<file path="src/rtl/b64lw_pkg.sv">
`timescale 1ns / 1ps

package b64lw_pkg;

  localparam int unsigned WordW = 24;

  localparam logic [7:0] NewlineChar = 8'h0A;
  localparam logic [7:0] PadChar     = 8'h3D;

  // character slots of one group, newline slot first
  localparam logic [2:0] SlotNewline = 3'd0;
  localparam logic [2:0] SlotFirst   = 3'd1;
  localparam logic [2:0] SlotSecond  = 3'd2;
  localparam logic [2:0] SlotThird   = 3'd3;
  localparam logic [2:0] SlotFourth  = 3'd4;

  // held byte counts
  localparam logic [1:0] HeldNone = 2'd0;
  localparam logic [1:0] HeldOne  = 2'd1;
  localparam logic [1:0] HeldTwo  = 2'd2;

  // one completed group of up to three bytes
  typedef struct packed {
    logic [WordW-1:0] word;     // first byte in bits 23:16
    logic [1:0]       nbytes;   // 1..3
    logic             newline;  // emit newline before the group
    logic             last;     // group ends the message
  } grp_t;

  // standard alphabet A-Z a-z 0-9 + /
  function automatic logic [7:0] b64_char(input logic [5:0] v);
    logic [7:0] c;
    if (v < 6'd26) begin
      c = 8'h41 + {2'b00, v};
    end else if (v < 6'd52) begin
      c = 8'h61 + {2'b00, v} - 8'd26;
    end else if (v < 6'd62) begin
      c = 8'h30 + {2'b00, v} - 8'd52;
    end else if (v == 6'd62) begin
      c = 8'h2B;
    end else begin
      c = 8'h2F;
    end
    return c;
  endfunction

endpackage

</file>
<file path="src/rtl/b64lw_packer.sv">
`timescale 1ns / 1ps

module b64lw_packer #(
  parameter int unsigned LINE_CHARS = 64
) (
  input  logic                 clk_i,
  input  logic                 rst_ni,
  input  logic                 wrap_enable_i,
  input  logic                 in_valid_i,
  output logic                 in_ready_o,
  input  logic [7:0]           in_byte_i,
  input  logic                 in_last_i,
  output logic                 grp_valid_o,
  output b64lw_pkg::grp_t      grp_o,
  input  logic                 grp_take_i
);

  localparam int unsigned GroupsPerLine = (LINE_CHARS / 4 > 0) ? LINE_CHARS / 4 : 1;
  localparam int unsigned GilW = (GroupsPerLine > 1) ? $clog2(GroupsPerLine) : 1;
  localparam logic [GilW-1:0] GilMax = GilW'(GroupsPerLine - 1);

  logic [15:0]     held_q, held_d;
  logic [1:0]      count_q, count_d;
  logic [GilW-1:0] gil_q, gil_d;
  logic            full_q, full_d;
  b64lw_pkg::grp_t grp_q, grp_d;
  logic            accept, complete;

  assign in_ready_o  = !full_q || grp_take_i;
  assign accept      = in_valid_i && in_ready_o;
  assign complete    = in_last_i || (count_q == b64lw_pkg::HeldTwo);
  assign grp_valid_o = full_q;
  assign grp_o       = grp_q;

  always_comb begin
    held_d  = held_q;
    count_d = count_q;
    gil_d   = gil_q;
    grp_d   = grp_q;
    full_d  = full_q && !grp_take_i;
    if (accept && !complete) begin
      held_d  = {held_q[7:0], in_byte_i};
      count_d = count_q + 2'd1;
    end else if (accept) begin
      unique case (count_q)
        b64lw_pkg::HeldTwo: grp_d.word = {held_q, in_byte_i};
        b64lw_pkg::HeldOne: grp_d.word = {held_q[7:0], in_byte_i, 8'h00};
        default:            grp_d.word = {in_byte_i, 16'h0000};
      endcase
      grp_d.nbytes  = count_q + 2'd1;
      grp_d.newline = wrap_enable_i && (gil_q == '0);
      grp_d.last    = in_last_i;
      if (in_last_i || gil_q == GilMax) begin
        gil_d = '0;
      end else begin
        gil_d = gil_q + GilW'(1);
      end
      held_d  = '0;
      count_d = b64lw_pkg::HeldNone;
      full_d  = 1'b1;
    end
  end

  always_ff @(posedge clk_i or negedge rst_ni) begin
    if (!rst_ni) begin
      held_q  <= '0;
      count_q <= b64lw_pkg::HeldNone;
      gil_q   <= '0;
      full_q  <= 1'b0;
    end else begin
      held_q  <= held_d;
      count_q <= count_d;
      gil_q   <= gil_d;
      full_q  <= full_d;
    end
  end

  always_ff @(posedge clk_i) begin
    grp_q <= grp_d;
  end

endmodule

</file>
<file path="src/rtl/b64lw_serializer.sv">
`timescale 1ns / 1ps

module b64lw_serializer (
  input  logic            clk_i,
  input  logic            rst_ni,
  input  logic            grp_valid_i,
  input  b64lw_pkg::grp_t grp_i,
  output logic            grp_take_o,
  output logic            out_valid_o,
  input  logic            out_ready_i,
  output logic [7:0]      out_char_o,
  output logic            out_last_o
);

  logic            busy_q, busy_d;
  logic [2:0]      slot_q, slot_d;
  b64lw_pkg::grp_t cur_q, cur_d;
  logic            ovalid_q, ovalid_d;
  logic [7:0]      ochar_q, ochar_d;
  logic            olast_q, olast_d;
  logic            advance;
  logic [7:0]      slot_char;

  assign out_valid_o = ovalid_q;
  assign out_char_o  = ochar_q;
  assign out_last_o  = olast_q;

  // output register can take a new beat
  assign advance = !ovalid_q || out_ready_i;

  // next group loads when the current one empties or nothing is in flight
  assign grp_take_o = grp_valid_i &&
                      (!busy_q || (advance && slot_q == b64lw_pkg::SlotFourth));

  always_comb begin
    unique case (slot_q)
      b64lw_pkg::SlotNewline: slot_char = b64lw_pkg::NewlineChar;
      b64lw_pkg::SlotFirst:   slot_char = b64lw_pkg::b64_char(cur_q.word[23:18]);
      b64lw_pkg::SlotSecond:  slot_char = b64lw_pkg::b64_char(cur_q.word[17:12]);
      b64lw_pkg::SlotThird:   slot_char = (cur_q.nbytes >= 2'd2) ?
                                b64lw_pkg::b64_char(cur_q.word[11:6]) : b64lw_pkg::PadChar;
      default:                slot_char = (cur_q.nbytes == 2'd3) ?
                                b64lw_pkg::b64_char(cur_q.word[5:0]) : b64lw_pkg::PadChar;
    endcase
  end

  always_comb begin
    busy_d   = busy_q;
    slot_d   = slot_q;
    cur_d    = cur_q;
    ovalid_d = ovalid_q && !out_ready_i;
    ochar_d  = ochar_q;
    olast_d  = olast_q;
    if (busy_q && advance) begin
      ovalid_d = 1'b1;
      ochar_d  = slot_char;
      olast_d  = cur_q.last && (slot_q == b64lw_pkg::SlotFourth);
      if (slot_q == b64lw_pkg::SlotFourth) begin
        busy_d = 1'b0;
      end else begin
        slot_d = slot_q + 3'd1;
      end
    end
    if (grp_take_o) begin
      busy_d = 1'b1;
      cur_d  = grp_i;
      slot_d = grp_i.newline ? b64lw_pkg::SlotNewline : b64lw_pkg::SlotFirst;
    end
  end

  always_ff @(posedge clk_i or negedge rst_ni) begin
    if (!rst_ni) begin
      busy_q   <= 1'b0;
      slot_q   <= b64lw_pkg::SlotFirst;
      ovalid_q <= 1'b0;
    end else begin
      busy_q   <= busy_d;
      slot_q   <= slot_d;
      ovalid_q <= ovalid_d;
    end
  end

  always_ff @(posedge clk_i) begin
    cur_q   <= cur_d;
    ochar_q <= ochar_d;
    olast_q <= olast_d;
  end

endmodule

</file>
<file path="src/rtl/base64_encoder_line_wrap.sv">
`timescale 1ns / 1ps

// Streaming base64 encoder with optional line wrapping. Raw message bytes enter
// one per beat on the slave stream, tlast marking the final byte. Every third
// byte completes a group that leaves as four characters of the standard
// alphabet on the master stream, one character per beat; the final byte
// flushes a partial group padded with '=' and carries tlast on its last
// character. With wrap_enable set, a newline (0x0A) precedes every group that
// opens a line of LINE_CHARS characters, including the first group of each
// message; newlines never carry tlast. A byte is taken whenever
// the one-group holding slot is free or is being emptied in that cycle; while
// a closed group waits in the slot, every input byte stalls. The output side
// drains one character per cycle while m_axis_tready allows it; a group
// leaves as four characters, five with a newline. wrap_enable must only
// change while the block is idle.
module base64_encoder_line_wrap #(
  parameter int unsigned LINE_CHARS = 64
) (
  input  logic       clk_i,
  input  logic       rst_ni,
  // configuration
  input  logic       wrap_enable_we_i,
  input  logic       wrap_enable_i,
  // byte input stream
  input  logic       s_axis_tvalid,
  output logic       s_axis_tready,
  input  logic [7:0] s_axis_tdata,   // [7:0] data_byte
  input  logic       s_axis_tlast,   // last_byte
  // character output stream
  output logic       m_axis_tvalid,
  input  logic       m_axis_tready,
  output logic [7:0] m_axis_tdata,   // [7:0] out_char
  output logic       m_axis_tlast    // last_char
);

  logic            wrap_q;
  logic            grp_valid;
  logic            grp_take;
  b64lw_pkg::grp_t grp;

  // wrap mode register, sampled as each group closes
  always_ff @(posedge clk_i or negedge rst_ni) begin
    if (!rst_ni) begin
      wrap_q <= 1'b0;
    end else if (wrap_enable_we_i) begin
      wrap_q <= wrap_enable_i;
    end
  end

  // byte gathering, line position and group holding slot
  b64lw_packer #(
    .LINE_CHARS (LINE_CHARS)
  ) u_packer (
    .clk_i         (clk_i),
    .rst_ni        (rst_ni),
    .wrap_enable_i (wrap_q),
    .in_valid_i    (s_axis_tvalid),
    .in_ready_o    (s_axis_tready),
    .in_byte_i     (s_axis_tdata),
    .in_last_i     (s_axis_tlast),
    .grp_valid_o   (grp_valid),
    .grp_o         (grp),
    .grp_take_i    (grp_take)
  );

  // character mapping and output register, one beat per cycle while the receiver is ready
  b64lw_serializer u_serializer (
    .clk_i       (clk_i),
    .rst_ni      (rst_ni),
    .grp_valid_i (grp_valid),
    .grp_i       (grp),
    .grp_take_o  (grp_take),
    .out_valid_o (m_axis_tvalid),
    .out_ready_i (m_axis_tready),
    .out_char_o  (m_axis_tdata),
    .out_last_o  (m_axis_tlast)
  );

endmodule

</file>
<file path="config.mk">
export PLATFORM = sky130hd
export DESIGN_NAME = base64_encoder_line_wrap
export DESIGN_NICKNAME = d
export VERILOG_FILES = /design/src/rtl/b64lw_pkg.sv /design/src/rtl/b64lw_packer.sv /design/src/rtl/b64lw_serializer.sv /design/src/rtl/base64_encoder_line_wrap.sv
export SDC_FILE = /design/constraint.sdc
export NUM_CORES = 1
export LEC_CHECK = 0
export BUFFER_PORTS_ARGS = -buffer_cell sky130_fd_sc_hd__buf_2
export CAP_MARGIN = 20
export CELL_PAD_IN_SITES_DETAIL_PLACEMENT = 0
export CELL_PAD_IN_SITES_GLOBAL_PLACEMENT = 1
export CORE_UTILIZATION = 53
export CTS_CLUSTER_SIZE = 10
export DETAILED_ROUTE_END_ITERATION = 10
export PLACE_DENSITY_LB_ADDON = 0.2
export SLEW_MARGIN = 20
export SYNTH_ARGS = -nofsm -noshare
export SYNTH_HDL_FRONTEND = slang
export SYNTH_SLANG_ARGS = --single-unit
</file>
<file path="constraint.sdc">
create_clock -name clk_i -period 3.6 [get_ports clk_i]
set_clock_uncertainty 0.1 [all_clocks]
set_input_delay 0.36 -clock clk_i [delete_from_list [all_inputs] [get_ports clk_i]]
set_output_delay 0.36 -clock clk_i [all_outputs]
set_load 0.02 [all_outputs]
</file>
==> results.py, run 1 <==
metrics = {
    "status": {
        "status": "finished clean",
    },
    "placed_design": {
        "dp_hpwl_mm": 9.36,
        "post-place-ws_ps": 867,
        "gp_congestion": 0.881,
        "portBuffers": 25,
    },
    "timing": {
        "clock.fmax_mhz": 358,
        "setup_ws_ps": 806,
        "finalHoldViolations": 0,
        "worstMarginPinSlew_ps": 847,
        "layout_min_cycle_time_ps": 2790,
        "period_share": 0.776,
        "drv_slew": 0,
        "fin_tns_setup_ps": 0,
        "slew-limit-headroom": 0.435,
        "setup_violations": 0,
        "rsz0062_at_grt": "no",
    },
    "drt": {
        "drcViolationCount": 0,
        "met3_length_um": 509,
        "viasPerCell": 5.93,
        "top_layer": "met4",
        "dr.pass1.iters": 5,
        "drtIter0Drc": 251,
        "vias": 4400,
        "wl_met1_mm": 5.75,
        "wl_per_cell_um": 17.0,
        "wirelength_mm": 12.6,
        "met2_length_mm": 6.11,
        "ant_nets": 0,
    },
    "clock_network": {
        "numCtsBuffers": 9,
        "clock-root-buffer": "clkbuf_8",
        "clkSinkCount": 93,
        "clk_path_buf_depth": 2,
        "path_clk_slew_ps": 90,
        "tritoncts": "yes",
        "clock_latency_ps": 360,
        "cts_resized": 0,
        "htreeDepth": 3,
    },
    "synthesis": {
        "avgSynthCellArea_um2": 10.0,
        "ys_seq_area_frac": 0.452,
        "yosysTopAreaCell": "edfxtp_1",
        "synth_nets": 646,
        "synth_ff_type": "edfxtp_1",
        "ys_types": 73,
        "synthesis.area_mm2": 0.00586,
        "synth_edf_count": 64,
        "syn_inst": 583,
        "async_flop_share": 0.312,
        "yosys-top-cells-area": "edfxtp_1 33%, dfrtp_1 12%, ha_1 10%",
        "synth_top_area_frac": 0.328,
        "ys_seq_elements": 93,
        "synth-warning-count": 0,
    },
    "final_layout": {
        "diodes": 0,
        "final_common_cell": "nand2_1",
        "final_util": 0.577,
        "fillers": 936,
        "drive_above_1_share": 0.101,
        "syn2layout_area_growth_pct": 6.26,
        "mostFrequentLayoutCells": "67 x nand2_1, 64 x edfxtp_1, 48 x ha_1",
        "fin_nets": 660,
    },
    "floorplanning": {
        "core-area_mm2": 0.0108,
        "dieWidth_um": 107,
        "start_util": 0.543,
        "die-area_mm2": 0.0115,
        "rows": 38,
        "die_y_um": 107,
        "pin_count": 26,
    },
    "setup_path": {
        "worstPathMaxFanout": 13,
        "arrival_ps": 2790,
        "cp_slowest_stage_delay_ps": 550,
        "cp-start-kind": "flop",
        "path_buf_inv": 1,
        "crit_family": "compound AO/OA/AOI/OAI gates",
        "critical_path_class": "flop to flop",
        "crit_chain": "inv_1, ha_1, a21o_1, a21oi_2, a21oi_2, a2111oi_1, a22oi_1",
        "cp.required_ps": 3590,
        "cp-end-kind": "flop",
        "cpMostUsedCell": "a21oi_2",
        "cp_slowest_cell": "a2111oi_1",
    },
    "grt": {
        "grt_pass1_vias": 4038,
        "track_usage": 0.229,
        "antenna_found_initial": 0,
        "grt_max_degree": 37,
        "grt-ovfl-total": 0,
        "grt_pass1_wl_mm": 20.4,
    },
    "power_and_ir_drop": {
        "p_leak_nw": 2.44,
        "peakVddDrop_mv": 0.403,
        "p_total_mw": 3.47,
        "cellPowerDensity_mw_per_mm2": 558,
    },
    "worst_hold_path": {
        "min_path_type": "input pin to flop",
    },
    "job": {
        "maxCapViolations": 0,
    },
}
## per-stage QoR
stage                     hold WS, ps  cell area [µm²]  std cells
final                             127             6220        742
after global routing              108             6220        742
after detailed placement          294             6040        725
after global placement            278             6040        725
after CTS                         109             6220        742
after floorplan                 -35.6             5860        583
## state kept, by name (all words and copies together), names as in the netlist
| name | flops |
|---|---|
| u_serializer.slot_q | 3 |
| u_packer.gil_q | 4 |
| u_packer.count_q | 2 |
| u_packer.grp_valid_o | 1 |
| u_serializer.cur_q | 27 |
| u_serializer.out_last_o | 1 |
| wrap_q | 1 |
| u_serializer.busy_q | 1 |
| u_serializer.out_valid_o | 1 |
| u_packer.grp_o | 28 |
| u_packer.held_q | 16 |
| u_serializer.out_char_o | 8 |
## where the power goes
part | switching [mW] | internal [mW] | total, mW
Sequential | 0.196 | 1.43 | 1.62
Clock | 0.369 | 0.256 | 0.625
Combinational | 0.767 | 0.455 | 1.22
## worst paths after layout
kind | startpoint | endpoint | slack, ps | depth (start not counted)
min in group asynchronous | rst_ni | u_packer.held_q[2] | 450 | 2
worst max-delay path | u_serializer.cur_q[18] | u_serializer.out_char_o[3] | 810 | 7
worst min-delay path | wrap_enable_i | wrap_q | 130 | 2
worst max register to register | u_serializer.cur_q[18] | u_serializer.out_char_o[3] | 810 | 7
worst min register to register | u_packer.grp_o[1] | u_serializer.slot_q[0] | 320 | 1
max in group asynchronous | rst_ni | u_serializer.slot_q[2] | 2520 | 2
## cell usage after synthesis, types with 3 or more instances
cell,count
o311ai_0,3
o21bai_1,4
mux2i_1,4
nand2b_1,10
a22oi_1,17
dfrtp_1,28
clkbuf_1,15
a211o_1,3
ha_1,48
a21oi_1,19
buf_4,3
and2_1,14
nor2_1,26
a21oi_2,3
a31oi_1,9
a221oi_1,6
o32ai_1,4
nand4_1,4
nand3_1,20
nand2_1,68
a311oi_1,6
nand3b_1,3
xnor2_1,18
a41oi_1,4
nor3_1,14
buf_2,5
mux2_2,5
inv_1,41
o211ai_1,4
o21ai_0,26
nor2b_1,6
a21o_1,6
o21ai_1,17
a211oi_1,8
edfxtp_1,64
## routing by layer
layer  GRT usage  vias to the layer above
met5           0                        -
met4      0.0744                        0
met3      0.0389                       17
met2       0.374                      136
met1       0.311                     2072
li1            -                     2175
## timing repair
action / CTS / global route
endpoints found under the hold margin: 28 / 0
hold buffers: 1 / 0
buffers inserted: 0 / 0
## cell families after synthesis
logic type                 after synthesis  synth area share
xor gates and xnor gates                20            0.0299
DFF                                     93             0.452
AOI/OAI and AO/OA                      160             0.190
adders and majority gates               48             0.103
muxes                                   11            0.0203
and+or+nand+nor                        182             0.153
buffers and inverters                   69            0.0521
## layout make-up
class | count | area [µm²] | area share
Tap cell | 140 | 175 | 0.0282
Clock buffer | 11 | 131 | 0.0211
Timing Repair Buffer | 31 | 173 | 0.0277
Clock inverter | 5 | 36.3 | 0.00583
Sequential cell | 93 | 2650 | 0.426
Inverter | 41 | 154 | 0.0247
Multi-Input combinational cell | 421 | 2900 | 0.467
Note: power is estimated with default switching activity, not from simulation.
==> inputs of run 2 (changes only) <==
--- a/config.mk
+++ b/config.mk
@@ -9,7 +9,7 @@
 export CAP_MARGIN = 20
 export CELL_PAD_IN_SITES_DETAIL_PLACEMENT = 0
 export CELL_PAD_IN_SITES_GLOBAL_PLACEMENT = 1
-export CORE_UTILIZATION = 53
+export CORE_UTILIZATION = 49
 export CTS_CLUSTER_SIZE = 10
 export DETAILED_ROUTE_END_ITERATION = 10
 export PLACE_DENSITY_LB_ADDON = 0.2
==> constraint.sdc (replaced) <==
create_clock -name clk_i -period 2.85 [get_ports clk_i]
set_clock_uncertainty 0.1 [all_clocks]
set_input_delay 0.285 -clock clk_i [delete_from_list [all_inputs] [get_ports clk_i]]
set_output_delay 0.285 -clock clk_i [all_outputs]
set_load 0.02 [all_outputs]
==> run 2 against run 1 <==
Against the previous run:
- wire length is 0.96% higher
- flip-flop and latch count stayed put
- critical endpoint is now u_serializer.out_char_o[1]
- total power is 40% higher
- first-iteration DRC count is 43% higher
- register-to-register slack worse by 660 ps
- sequential share of layout area is 1.4 points lower
- final cell count is 1.5% higher
- the flow now finishes with violations (DRC)
- combinational power is 30% higher
- critical path depth is 1 lower
- worst hold slack worse by 58 ps
- largest cell class unchanged
- global-route usage is 1.3 points lower
==> results.py, run 2 (synthesis results as in run 1) <==
metrics = {
    "clock_network": {
        "numCtsBuffers": 9,
        "htreeDepth": 3,
        "cts_resized": 0,
        "clock_latency_ps": 350,
        "cts_setup_buffers": 0,
        "clk_path_buf_depth": 2,
        "tritoncts": "yes",
        "clock-root-buffer": "clkbuf_16",
        "ctsHoldBuffers": 1,
        "path_clk_slew_ps": 70,
        "clkSinkCount": 93,
    },
    "final_layout": {
        "mostFrequentLayoutCells": "68 x nand2_1, 64 x edfxtp_1, 48 x ha_1",
        "final_common_cell": "nand2_1",
        "drive_above_1_share": 0.113,
        "fin_nets": 668,
        "fillers": 1020,
        "diodes": 0,
        "multiInputGateArea_mm2": 0.00290,
        "final_util": 0.559,
        "largest_reg_flops": 28,
        "regArea_mm2": 0.00265,
        "syn2layout_area_growth_pct": 9.87,
    },
    "setup_path": {
        "path_depth": 6,
        "crit_family": "compound AO/OA/AOI/OAI gates",
        "worstPathMaxFanout": 13,
        "arrival_ps": 2680,
        "cp_slowest_cell": "edfxtp_1",
        "cp-end-kind": "flop",
        "cp.required_ps": 2820,
        "crit_chain": "ha_1, a21o_1, a21oi_2, mux2_2, a221oi_1, o221ai_1",
        "r2r_cells": 6,
        "cp_slowest_stage_delay_ps": 510,
        "path_buf_inv": 0,
        "critical_path_class": "flop to flop",
        "cp-start-kind": "flop",
    },
    "timing": {
        "timing.hold.ws_ps": 68.3,
        "slew-limit-headroom": 0.549,
        "layout_min_cycle_time_ps": 2710,
        "finalHoldViolations": 0,
        "period_share": 0.950,
        "setup_violations": 0,
        "drv_slew": 0,
        "clock.fmax_mhz": 369,
        "rsz0062_at_grt": "no",
        "fin_tns_setup_ps": 0,
        "worstMarginPinSlew_ps": 676,
    },
    "power_and_ir_drop": {
        "p_leak_nw": 2.54,
        "cellPowerDensity_mw_per_mm2": 757,
        "p_total_mw": 4.87,
        "peakVddDrop_mv": 0.419,
    },
    "placed_design": {
        "portBuffers": 25,
        "gp_congestion": 0.905,
        "dp_hpwl_mm": 9.48,
    },
    "floorplanning": {
        "rows": 39,
        "die_y_um": 111,
        "dieWidth_um": 111,
        "pin_count": 26,
        "core-area_mm2": 0.0115,
        "start_util": 0.508,
        "die-area_mm2": 0.0124,
    },
    "worst_hold_path": {
        "min_path_type": "input pin to flop",
        "hold_depth": 2,
    },
    "drt": {
        "ant_nets": 0,
        "dr.pass1.iters": 7,
        "viasPerCell": 5.81,
        "wl_per_cell_um": 16.9,
        "wirelength_mm": 12.7,
        "drtIter0Drc": 360,
        "drcViolationCount": 2,
        "vias": 4372,
    },
    "job": {
        "maxCapViolations": 0,
    },
    "grt": {
        "grt-ovfl-total": 0,
        "grt_max_degree": 37,
        "grt_pass1_wl_mm": 21.2,
        "track_usage": 0.217,
        "grt_pass1_vias": 4129,
        "antenna_found_initial": 0,
    },
    "status": {
        "violations": "DRC",
        "status": "complete, but fails checks",
    },
}
[run 2: worst reg2reg max path, cell delays in order (launching register included)]
cell and delay (ps):
edfxtp_1 510, ha_1 320, a21o_1 200, a21oi_2 470
mux2_2 400, a221oi_1 280, o221ai_1 150
[run 2: final cells by class]
type                    instances  share of cell area
clock inverters                 5             0.00992
inverters                      41              0.0239
flip-flops and latches         93               0.412
repair buffers                 39              0.0362
well taps                     143              0.0278
multi-input cells             421               0.451
clock buffers                  11              0.0395
[run 2: path summary, 6_finish.rpt]
| check | startpoint | endpoint | slack [ps] |
|---|---|---|---|
| max | u_serializer.cur_q[19] | u_serializer.out_char_o[1] | 140 |
| min in group asynchronous | rst_ni | u_packer.count_q[0] | 410 |
| min reg2reg | u_packer.grp_o[1] | u_serializer.slot_q[0] | 290 |
| min | wrap_enable_i | wrap_q | 70 |
| max in group asynchronous | rst_ni | u_packer.held_q[12] | 1810 |
| max reg2reg | u_serializer.cur_q[19] | u_serializer.out_char_o[1] | 140 |
[run 2: power by group]
group / internal (mW) / switching, mW
clock network: 0.743 / 0.521
logic: 0.599 / 0.993
registers: 1.81 / 0.209
total: 3.15 / 1.72
[run 2: per-layer routing]
| metal | up-vias | global-route usage | routed length, µm |
|---|---|---|---|
| met5 | - | 0 | 0 |
| met3 | 20 | 0.0350 | 434 |
| met2 | 101 | 0.346 | 5870 |
| met4 | 0 | 0.0829 | 308 |
| li1 | 2188 | - | - |
| met1 | 2063 | 0.298 | 6100 |
[run 2: stage by stage]
stage / setup WS [ps] / instance area [µm²] / instances
2_1_floorplan: 439 / 5860 / 583
3_3_place_gp: 230 / 6110 / 736
3_5_place_dp: 242 / 6110 / 736
4_1_cts: 217 / 6430 / 753
5_1_grt: 15.0 / 6430 / 753
6_report: 142 / 6430 / 753
==> inputs of run 3 (changes only) <==
--- a/config.mk
+++ b/config.mk
@@ -12,6 +12,7 @@
 export CORE_UTILIZATION = 49
 export CTS_CLUSTER_SIZE = 10
 export DETAILED_ROUTE_END_ITERATION = 10
+export GPL_TIMING_DRIVEN = 0
 export PLACE_DENSITY_LB_ADDON = 0.2
 export SLEW_MARGIN = 20
 export SYNTH_ARGS = -nofsm -noshare
==> run 3 against run 2 <==
Against the previous run:
- the run still ends with DRC left
- critical path depth up 3
- combinational power grew 8%
- utilization is 0.77 points higher
- die area stayed put
- via count increased by 3.1%
- clock power about the same
- non-clock buffer count up 15
- sequential share of layout area is 0.56 points lower
- worst hold slack gained 4.2 ps
- global-route usage grew 1.1 points
- critical path type unchanged
==> results.py, run 3 (synthesis results as in run 1) <==
metrics = {
    "status": {
        "status": "complete, but fails checks",
        "violations": "DRC",
    },
    "final_layout": {
        "drive_above_1_share": 0.120,
        "mostFrequentLayoutCells": "68 x nand2_1, 64 x edfxtp_1, 48 x ha_1",
        "stdcell_area_mm2": 0.00652,
        "multiInputGateArea_mm2": 0.00292,
        "final_common_cell": "nand2_1",
        "syn2layout_area_growth_pct": 11.4,
        "final_util": 0.566,
        "diodes": 0,
        "final_cells": 769,
        "largest_reg_flops": 28,
        "fillers": 1013,
        "regArea_mm2": 0.00265,
        "fin_nets": 684,
    },
    "setup_path": {
        "arrival_ps": 2660,
        "critical_path_class": "flop to flop",
        "reg2reg_slack_ps": 160,
        "cp-start-kind": "flop",
        "worstPathMaxFanout": 10,
        "cp_slowest_cell": "a2111oi_4",
        "cp_slowest_stage_delay_ps": 410,
        "cp-end-kind": "flop",
        "cp.required_ps": 2810,
        "crit_family": "compound AO/OA/AOI/OAI gates",
        "timing.rr.end": "u_serializer.out_char_o[3]",
        "path_buf_inv": 3,
        "r2r_cells": 9,
        "crit_chain": "buf_2, inv_1, ha_1, a21o_1, a21oi_2, buf_2, a21oi_2, a2111oi_4, a22oi_1",
        "r2r-start": "u_serializer.cur_q[18]",
    },
    "grt": {
        "grt_pass1_wl_mm": 22.3,
        "grt_max_degree": 32,
        "grt_pass1_vias": 4520,
        "grt-ovfl-total": 0,
        "antenna_found_initial": 0,
        "track_usage": 0.228,
    },
    "floorplanning": {
        "dieWidth_um": 111,
        "rows": 39,
        "die-area_mm2": 0.0124,
        "pin_count": 26,
        "core-area_mm2": 0.0115,
        "die_y_um": 111,
        "start_util": 0.508,
    },
    "worst_hold_path": {
        "hp-start": "wrap_enable_i",
        "hold_end": "wrap_q",
        "hold_depth": 2,
        "min_path_type": "input pin to flop",
    },
    "timing": {
        "period_share": 0.944,
        "drv_slew": 0,
        "fin_tns_setup_ps": 0,
        "timing.hold.ws_ps": 72.5,
        "layout_min_cycle_time_ps": 2690,
        "clock.fmax_mhz": 372,
        "finalHoldViolations": 0,
        "rsz0062_at_grt": "no",
        "worstMarginPinSlew_ps": 713,
        "slew-limit-headroom": 0.525,
        "setup_violations": 0,
    },
    "clock_network": {
        "htreeDepth": 3,
        "path_clk_slew_ps": 70,
        "clock_latency_ps": 340,
        "tritoncts": "yes",
        "clkSinkCount": 93,
        "numCtsBuffers": 9,
        "clock-root-buffer": "clkbuf_16",
        "clk_path_buf_depth": 2,
    },
    "drt": {
        "drcViolationCount": 2,
        "wl_per_cell_um": 17.4,
        "drtIter0Drc": 227,
        "viasPerCell": 5.86,
        "ant_nets": 0,
        "wirelength_mm": 13.4,
        "vias": 4509,
        "dr.pass1.iters": 7,
    },
    "placed_design": {
        "gp_congestion": 0.913,
        "dp_cells": 751,
        "portBuffers": 25,
        "placed_cell_area_mm2": 0.00616,
        "dp_hpwl_mm": 10.2,
    },
    "power_and_ir_drop": {
        "peakVddDrop_mv": 0.480,
        "p_leak_nw": 2.56,
        "cellPowerDensity_mw_per_mm2": 762,
    },
    "job": {
        "maxCapViolations": 0,
    },
}
-- run 3: worst max path at each step --
stage	depth (start not counted)	slack (ps)	start	endpoint
floorplan	6	440	u_serializer.slot_q[1]	u_packer.grp_o[0]
global placement	9	-80	u_serializer.cur_q[18]	u_serializer.out_char_o[3]
detailed placement	9	-60	u_serializer.cur_q[18]	u_serializer.out_char_o[3]
CTS	8	0.9	u_serializer.cur_q[6]	u_serializer.out_char_o[1]
global route	8	10	u_serializer.cur_q[6]	u_serializer.out_char_o[5]
finish	9	160	u_serializer.cur_q[18]	u_serializer.out_char_o[3]
-- run 3: cell type report --
| class | instances | area share |
|---|---|---|
| clock buffer | 11 | 0.0387 |
| buffer | 28 | 0.0236 |
| timing repair inverter | 1 | 0.00115 |
| tap | 143 | 0.0274 |
| sequential | 93 | 0.406 |
| timing repair buffer | 26 | 0.0207 |
| clock inverter | 5 | 0.00978 |
| multi-input combinational | 421 | 0.448 |
| inverter | 41 | 0.0242 |
-- run 3: through the flow --
step | total power [mW] | worst slack [ps]
floorplan | 3.19 | 439
detailed placement | 3.70 | -57.0
finish | 4.97 | 159
global placement | 3.65 | -75.2
CTS | 4.96 | 0.892
global route | 5.28 | 14.4
-- run 3: worst register-to-register path: stages (launching register included) --
cell and delay [ps]:
edfxtp_1 370, buf_2 210, inv_1 90, ha_1 240, a21o_1 220, a21oi_2 240, buf_2 260, a21oi_2 100
a2111oi_4 410, a22oi_1 190
-- run 3: timing repair --
| action | 4_1_cts | 5_1_grt |
|---|---|---|
| hold endpoints to repair | 28 | 0 |
| resized for setup | 1 | 7 |
| endpoints found under the setup margin | 1 | 33 |
| setup buffers | 0 | 0 |
| cloned | 0 | 1 |
| hold buffers | 1 | 0 |
-- run 3: report_power, final --
| part | switching, mW | internal (mW) |
|---|---|---|
| Sequential | 0.205 | 1.81 |
| Clock | 0.510 | 0.737 |
| Combinational | 1.08 | 0.629 |
| Total | 1.80 | 3.17 |
-- run 3: metal layers --
metal / global-route usage / part of all wire / vias to the layer above
met5: 0 / 0 / -
met2: 0.395 / 0.49 / 119
li1: - / - / 2220
met3: 0.0361 / 0.037 / 22
met4: 0.0937 / 0.025 / 0
met1: 0.284 / 0.44 / 2148
